$ cat config.mk
export PLATFORM = sky130hd
export DESIGN_NAME = clc_cell
export DESIGN_NICKNAME = d
export VERILOG_FILES = /design/src/hdl/clc_pkg.sv /design/src/hdl/clc_cell.sv
export SDC_FILE = /design/constraint.sdc
export NUM_CORES = 2
export LEC_CHECK = 0
export BUFFER_PORTS_ARGS = -buffer_cell sky130_fd_sc_hd__buf_2
export CAP_MARGIN = 30
export CORE_UTILIZATION = 65
export DETAILED_ROUTE_END_ITERATION = 12
export PLACE_DENSITY = 0.82
export SYNTH_ARGS = -nofsm -noshare
export SYNTH_HDL_FRONTEND = slang
export SYNTH_SLANG_ARGS = --single-unit
$ cat constraint.sdc
create_clock -name clock -period 8.8 [get_ports clock]
set_input_delay 1.76 -clock clock [delete_from_list [all_inputs] [get_ports clock]]
set_output_delay 1.76 -clock clock [all_outputs]
set_load 0.05 [all_outputs]
$ cat src/hdl/clc_pkg.sv
`default_nettype none
// ----------------------------------------------------------------------------
// clc_pkg : shared definitions for the complex linear convolver
// Sizes, word layouts and the control group that runs along the tap chain.
// ----------------------------------------------------------------------------
package clc_pkg;

   // Number of cells in the tap chain.
   localparam int MAX_TAPS    = 16;

   // Field widths fixed by the word layouts.
   localparam int SAMPLE_W    = 16;
   localparam int IDX_W       = 4;
   localparam int TAP_CNT_W   = 5;
   localparam int PROD_W      = 2 * SAMPLE_W + 1;
   localparam int ACC_W       = 39;

   // Word widths, padded to whole bytes.
   localparam int REQ_DATA_W  = IDX_W + 2 * SAMPLE_W;
   localparam int REQ_TDATA_W = ((REQ_DATA_W + 7) / 8) * 8;
   localparam int RSP_DATA_W  = 2 * ACC_W;
   localparam int RSP_TDATA_W = ((RSP_DATA_W + 7) / 8) * 8;

   // The products are formed first, then the sum wave runs along every cell.
   localparam int SUM_CYCLES  = MAX_TAPS + 1;
   localparam int SUM_CNT_W   = $clog2(SUM_CYCLES);
   localparam int TAIL_W      = (MAX_TAPS > 1) ? $clog2(MAX_TAPS) : 1;

   typedef enum logic {
      REQ_TAP    = 1'b0,
      REQ_SAMPLE = 1'b1
   } req_kind_type;

   // Broadcast to every cell of the chain.
   typedef struct packed {
      logic shift;
      logic clear;
   } cell_ctrl_type;

endpackage
`default_nettype wire

$ cat src/hdl/clc_cell.sv
`default_nettype none
// ----------------------------------------------------------------------------
// clc_cell : one tap of the convolver chain
// Holds one coefficient and one delay element, forms the complex product and
// adds it to the partial sum handed on by the previous cell.
// ----------------------------------------------------------------------------
module clc_cell (
   input  logic                                   clock,
   input  logic                                   reset,
   input  clc_pkg::cell_ctrl_type                 ctrl,
   input  logic                                   coef_we,
   input  logic                                   tap_en,
   input  logic signed [clc_pkg::SAMPLE_W-1:0]    coef_re,
   input  logic signed [clc_pkg::SAMPLE_W-1:0]    coef_im,
   input  logic signed [clc_pkg::SAMPLE_W-1:0]    x_re_prev,
   input  logic signed [clc_pkg::SAMPLE_W-1:0]    x_im_prev,
   input  logic signed [clc_pkg::ACC_W-1:0]       psum_re_prev,
   input  logic signed [clc_pkg::ACC_W-1:0]       psum_im_prev,
   output logic signed [clc_pkg::SAMPLE_W-1:0]    x_re,
   output logic signed [clc_pkg::SAMPLE_W-1:0]    x_im,
   output logic signed [clc_pkg::ACC_W-1:0]       psum_re,
   output logic signed [clc_pkg::ACC_W-1:0]       psum_im
);

   logic signed [clc_pkg::SAMPLE_W-1:0]   coef_re_ff, coef_im_ff;
   logic signed [clc_pkg::SAMPLE_W-1:0]   x_re_ff, x_im_ff;
   logic signed [clc_pkg::PROD_W-1:0]     prod_re_ff, prod_im_ff;
   logic signed [clc_pkg::PROD_W-1:0]     prod_re_in, prod_im_in;
   logic signed [clc_pkg::ACC_W-1:0]      psum_re_ff, psum_im_ff;
   logic signed [clc_pkg::ACC_W-1:0]      psum_re_in, psum_im_in;
   logic signed [2*clc_pkg::SAMPLE_W-1:0] p_rr, p_ii, p_ri, p_ir;

   assign p_rr = coef_re_ff * x_re_ff;
   assign p_ii = coef_im_ff * x_im_ff;
   assign p_ri = coef_re_ff * x_im_ff;
   assign p_ir = coef_im_ff * x_re_ff;

   // Taps beyond the count in use contribute nothing.
   always_comb begin
      if (tap_en) begin
         prod_re_in = clc_pkg::PROD_W'(p_rr) - clc_pkg::PROD_W'(p_ii);
         prod_im_in = clc_pkg::PROD_W'(p_ri) + clc_pkg::PROD_W'(p_ir);
      end else begin
         prod_re_in = '0;
         prod_im_in = '0;
      end
   end

   assign psum_re_in = psum_re_prev + clc_pkg::ACC_W'(prod_re_ff);
   assign psum_im_in = psum_im_prev + clc_pkg::ACC_W'(prod_im_ff);

   always_ff @(posedge clock) begin
      if (reset) begin
         x_re_ff <= '0;
         x_im_ff <= '0;
      end else if (ctrl.clear) begin
         x_re_ff <= '0;
         x_im_ff <= '0;
      end else if (ctrl.shift) begin
         x_re_ff <= x_re_prev;
         x_im_ff <= x_im_prev;
      end
   end

   always_ff @(posedge clock) begin
      if (coef_we) begin
         coef_re_ff <= coef_re;
         coef_im_ff <= coef_im;
      end
      prod_re_ff <= prod_re_in;
      prod_im_ff <= prod_im_in;
      psum_re_ff <= psum_re_in;
      psum_im_ff <= psum_im_in;
   end

   assign x_re    = x_re_ff;
   assign x_im    = x_im_ff;
   assign psum_re = psum_re_ff;
   assign psum_im = psum_im_ff;

endmodule
`default_nettype wire

# After elaboration in Yosys (flattened, before gate mapping)
# Index checks and enable logic that the tools add are counted.
dict set report totals {
  ff_bits 208
  inputBits 148
}
dict set report op_classes {
  reduce_logical 1
  multipliers 4
  n_addsub 4
}
# operator count
set ops {}
lappend ops {{16-bit by 16-bit multiplier with 32-bit output} 4}
lappend ops {{39-bit by 33-bit adder with 39-bit output} 2}
lappend ops {{32-bit by 32-bit adder with 33-bit output} 1}
lappend ops {{32-bit by 32-bit subtractor with 33-bit output} 1}
lappend ops {{2-bit OR reduction} 1}

# Logic depth before layout (Yosys ltp)
dict set report logic_depth {
  ltp_word 2
  mapped_depth 29
  depth_no_buf 28
}

# Worst setup path after synthesis
# Ideal clock, no wire load.
dict set report synth_path {
  kind {register to register}
  startpoint {reg x_re_ff, in the netlist x_re[15]}
  endpoint {reg prod_im_ff[23] (netlist name)}
  stages_incl_launch_ff 28
  path_buffers 2
  t_required_ns 8.678
  synth_period_minus_slack_ns 7.724
  arrival_time_ns 7.602
  slack_ns 1.076
  path_cell_list {dfxtp_1 -> clkbuf_1 -> inv_1 -> buf_1 -> fa_1 -> inv_1 -> fa_1 -> inv_1 -> fa_1 -> fa_1 -> inv_1 -> fa_1 -> fa_1 -> fa_1 -> inv_1 -> fa_1 -> inv_1 -> ha_1 -> a21oi_1 -> nor2b_1 -> nor2_1 -> o21ai_0 -> o21bai_1 -> a221o_1 -> a31o_2 -> a21oi_2 -> mux2i_1 -> a311o_1}
}
dict set report synth_via {
  elab_chain_len 2
}
# element line
set synth_lines {}
lappend synth_lines {{start, declared} clc_cell.sv:26} ;# logic signed [clc_pkg::SAMPLE_W-1:0] x_re_ff, x_im_ff;
lappend synth_lines {{start signal, assigned} clc_cell.sv:60} ;# x_re_ff <= x_re_prev;
lappend synth_lines {{16-bit by 16-bit multiplier with 32-bit output} clc_cell.sv:36} ;# assign p_ir = coef_im_ff * x_re_ff;
lappend synth_lines {{32-bit by 32-bit adder with 33-bit output} clc_cell.sv:42} ;# prod_im_in = clc_pkg::PROD_W'(p_ri) + clc_pkg::PROD_W'(p_ir);
lappend synth_lines {{end signal, assigned} clc_cell.sv:71} ;# prod_im_ff <= prod_im_in;
lappend synth_lines {{end, declared} clc_cell.sv:27} ;# logic signed [clc_pkg::PROD_W-1:0] prod_re_ff, prod_im_ff;
# No other way between the ends.
# A chain may end at the register's enable or synchronous reset.

# Worst setup path in the final report
dict set report layout_path {
  startpoint {reg coef_re_ff[5] (netlist name)}
  endpoint {reg prod_re_ff[32] (netlist name)}
}
dict set report layout_via {
  elab_chain_len 2
}
# element line
set layout_lines {}
lappend layout_lines {{start, declared} clc_cell.sv:25} ;# logic signed [clc_pkg::SAMPLE_W-1:0] coef_re_ff, coef_im_ff;
lappend layout_lines {{start signal, assigned} clc_cell.sv:67} ;# coef_re_ff <= coef_re;
lappend layout_lines {{16-bit by 16-bit multiplier with 32-bit output} clc_cell.sv:33} ;# assign p_rr = coef_re_ff * x_re_ff;
lappend layout_lines {{32-bit by 32-bit subtractor with 33-bit output} clc_cell.sv:41} ;# prod_re_in = clc_pkg::PROD_W'(p_rr) - clc_pkg::PROD_W'(p_ii);
lappend layout_lines {{end signal, assigned} clc_cell.sv:70} ;# prod_re_ff <= prod_re_in;
lappend layout_lines {{end, declared} clc_cell.sv:27}
# No other way between the ends.

==> impl_metrics.py <==
metrics = {
    "outcome": {
        "status": "complete, no violations",
    },
    "cts": {
        "ctsHoldBuffers": 0,
        "insertion_delay_ns": 0.61,
        "post_cts_buffers": 0,
        "cts_resized": 0,
        "cts_tree": "built",
        "htreeDepth": 1,
        "clock-sinks": 208,
        "cts-root-buf": "clkbuf_16",
        "clk_pin_slew_ns": 0.07,
        "clock_tree.buffer_depth": 3,
        "cts_buffers": 26,
    },
    "finish": {
        "layout-drive-gt1-share": 0.0830,
        "final_cells": 6389,
        "synthToLayoutAreaGrowth_pct": 7.56,
        "fin_util": 0.710,
        "antenna_cells": 0,
        "nNetsFinal": 7109,
    },
    "yosys": {
        "synth.avg_cell_area_um2": 9.47,
        "synth_most_common_cell": "inv_1",
        "ys_async_sr_fraction": 0,
        "yosys-top-cells-area": "fa_1, inv_1, ha_1",
        "synth-edff-count": 32,
        "synthDistinctLibCells": 73,
        "synth_top_area_cell": "fa_1",
        "synthCells": 5206,
        "syn_nets": 6915,
        "synth_warnings": 0,
        "synth_top_flop_cell": "dfxtp_1",
        "synthTopCellsByCount": "inv_1, fa_1, nand2_1",
        "synth.yosys.seq_area_share": 0.0909,
        "netlist_area_mm2": 0.0493,
        "synth_seq_cells": 208,
        "synth_top_area_frac": 0.477,
    },
    "setup_path": {
        "cpMostUsedCell": "fa_1",
        "crit_required_ns": 9.31,
        "crit_fanout": 24,
        "worstPathArrival_ns": 8.79,
        "critPathTopFamily": "adder cells",
        "path_cells": "and2_1 > fa_1 > fa_1 > inv_1 > fa_1 > inv_1 > fa_1 > fa_1 > fa_1 > fa_1 > inv_1 > fa_1 > inv_1 > ha_1 > nand4_1 > nor2_1 > inv_1 > o32ai_1 > a31oi_1 > o2111ai_1 > a31oi_1 > or3_1 > a21oi_1",
        "crit_type": "reg2reg",
        "endpoint_kind": "register",
        "worst-path-buf-inv": 5,
        "startpoint_type": "register",
        "critPathMaxStageDelay_ns": 1.10,
        "cp.depth": 23,
        "reg2regPathDepth": 23,
        "slowest_stage": "edfxtp_1",
    },
    "timing": {
        "report.final.hold_viol_count": 0,
        "min_period_ns": 8.28,
        "whs_ns": 0.476,
        "max_slew_margin": 0.250,
        "finalSetupViolCount": 0,
        "fin_worst_skew_ns": 0.0336,
        "maxSlewViolCount": 0,
        "post-route-period-util": 0.940,
        "setup_slack_ns": 0.525,
        "final.setup.tns_ns": 0,
        "rsz0062_at_grt": "no",
        "max_clock_freq_ghz": 0.121,
        "tightest_slew_ns": 1.13,
    },
    "floorplan": {
        "design.die.area_mm2": 0.0770,
        "fp.dieH_um": 277,
        "rows": 100,
        "boundaryPins": 258,
        "start_util": 0.660,
        "die_x_um": 277,
        "core-area_mm2": 0.0747,
    },
    "pwr": {
        "peakVddDrop_uv": 610,
        "power_leakage_uw": 0.0272,
        "p_per_area_mw_per_mm2": 282,
    },
    "detailed_routing": {
        "avgViaCountPerCell": 5.60,
        "dr_total_vias": 35807,
        "antenna_left": 0,
        "finalWirelength_um": 121000,
        "wl_per_cell_um": 18.9,
        "firstDrtPassIters": 6,
        "drtIter0Drc": 2930,
        "drc": 0,
    },
    "global_route": {
        "overflow": 0,
        "grt_max_degree": 42,
        "grt_pass1_wl_um": 199000,
        "grt_pass1_vias": 38804,
        "antenna_found_initial": 4,
        "grtUsageTotal": 0.331,
    },
    "place": {
        "place_congestion": 0.925,
        "dpl.hpwl_um": 99100,
        "dp_cells": 6336,
        "dp_slack_ns": 0.720,
        "port_buffers": 257,
    },
    "hold_path": {
        "hold_path_class": "reg2reg",
        "holdPathStages": 1,
    },
    "flow_run": {
        "max-cap-violations": 0,
    },
}
## per-layer routing
metal	global-route usage	vias to the layer above	routed length [µm]
li1	-	15662	-
met1	0.432	18157	45200
met2	0.537	1670	57500
met3	0.0716	314	12200
met4	0.143	4	5810
met5	0	-	38
## kinds of logic (layout without fill, tap and decap cells)
group           Yosys count  in the layout  share of synthesized area
fa+ha+maj              1561           1561                      0.575
buf+inv                1509           1723                      0.115
simple gates           1381           1381                      0.138
compound gates          371            371                     0.0493
flops                   208            208                     0.0909
xor+xnor                139            139                     0.0247
mux                      37             37                    0.00751
## flip-flops by register name, indices dropped and copies added, names as in the netlist
name and flops:
coef_im_ff 16, coef_re_ff 16, prod_im_ff 33, prod_re_ff 33
psum_im 39, psum_re 39, x_im 16, x_re 16
## worst paths after layout
kind / start / to / slack [ns]
setup / recovery: coef_re_ff[5]$_DFFE_PP_ / prod_re_ff[32]$_SDFF_PN0_ / 0.52
hold / removal: prod_re_ff[0]$_SDFF_PN0_ / psum_re[0]$_DFF_P_ / 0.48
setup reg to reg: coef_re_ff[5]$_DFFE_PP_ / prod_re_ff[32]$_SDFF_PN0_ / 0.52
hold reg to reg: prod_re_ff[0]$_SDFF_PN0_ / psum_re[0]$_DFF_P_ / 0.48
## per-stage QoR
step / power [µW] / cell area, µm²
4_1_cts: 15000 / 52900
6_report: 15000 / 53000
3_3_place_gp: 13300 / 51900
3_5_place_dp: 13700 / 52000
2_1_floorplan: 11000 / 49300
5_1_grt: 16700 / 53000
## report_power, final
| group | leakage [µW] | internal (µW) | switching (µW) |
|---|---|---|---|
| Combinational | 0.0250 | 5050 | 7180 |
| Clock | 0.000464 | 710 | 486 |
| Sequential | 0.00178 | 1360 | 183 |
| Total | 0.0272 | 7120 | 7850 |
## cell type report
type,instances,area [µm²]
tap,969,1210
timing repair buffer,381,2380
clock buffer,43,881
multi-input combinational,3489,39200
sequential,208,4480
fill,5426,21700
clock inverter,5,56.3
inverter,1294,4860
## worst reg2reg max path, cell delays in order (launching register included)
cell	delay (ns)
edfxtp_1	1.10
and2_1	0.27
fa_1	0.45
fa_1	0.54
inv_1	0.05
fa_1	0.54
inv_1	0.06
fa_1	0.50
fa_1	0.65
fa_1	0.47
fa_1	0.51
inv_1	0.05
fa_1	0.47
inv_1	0.04
ha_1	0.34
nand4_1	0.15
nor2_1	0.17
inv_1	0.10
o32ai_1	0.44
a31oi_1	0.25
o2111ai_1	0.38
a31oi_1	0.16
or3_1	0.36
a21oi_1	0.14
## cell usage in the layout, fill, tap and decap left out, types with 7 or more instances in the layout
master,count
nand4_1,10
a211oi_1,12
xnor2_1,104
nand2_1,544
nor3b_1,7
inv_1,1293
a31oi_1,13
ha_1,386
a21oi_1,112
and2_1,498
o211ai_1,11
or2_2,8
buf_2,257
fa_1,1175
xor2_1,35
o21a_1,18
dfxtp_1,176
clkbuf_16,31
or3_1,9
and3_1,9
mux2i_1,37
nand3_1,20
o21ai_0,59
edfxtp_1,32
nor2b_1,15
o21bai_1,22
o21ai_1,9
a21o_1,48
buf_4,111
nand2b_1,36
nor2_1,187
nor3_1,23
Power figures use the tool's default switching activity.
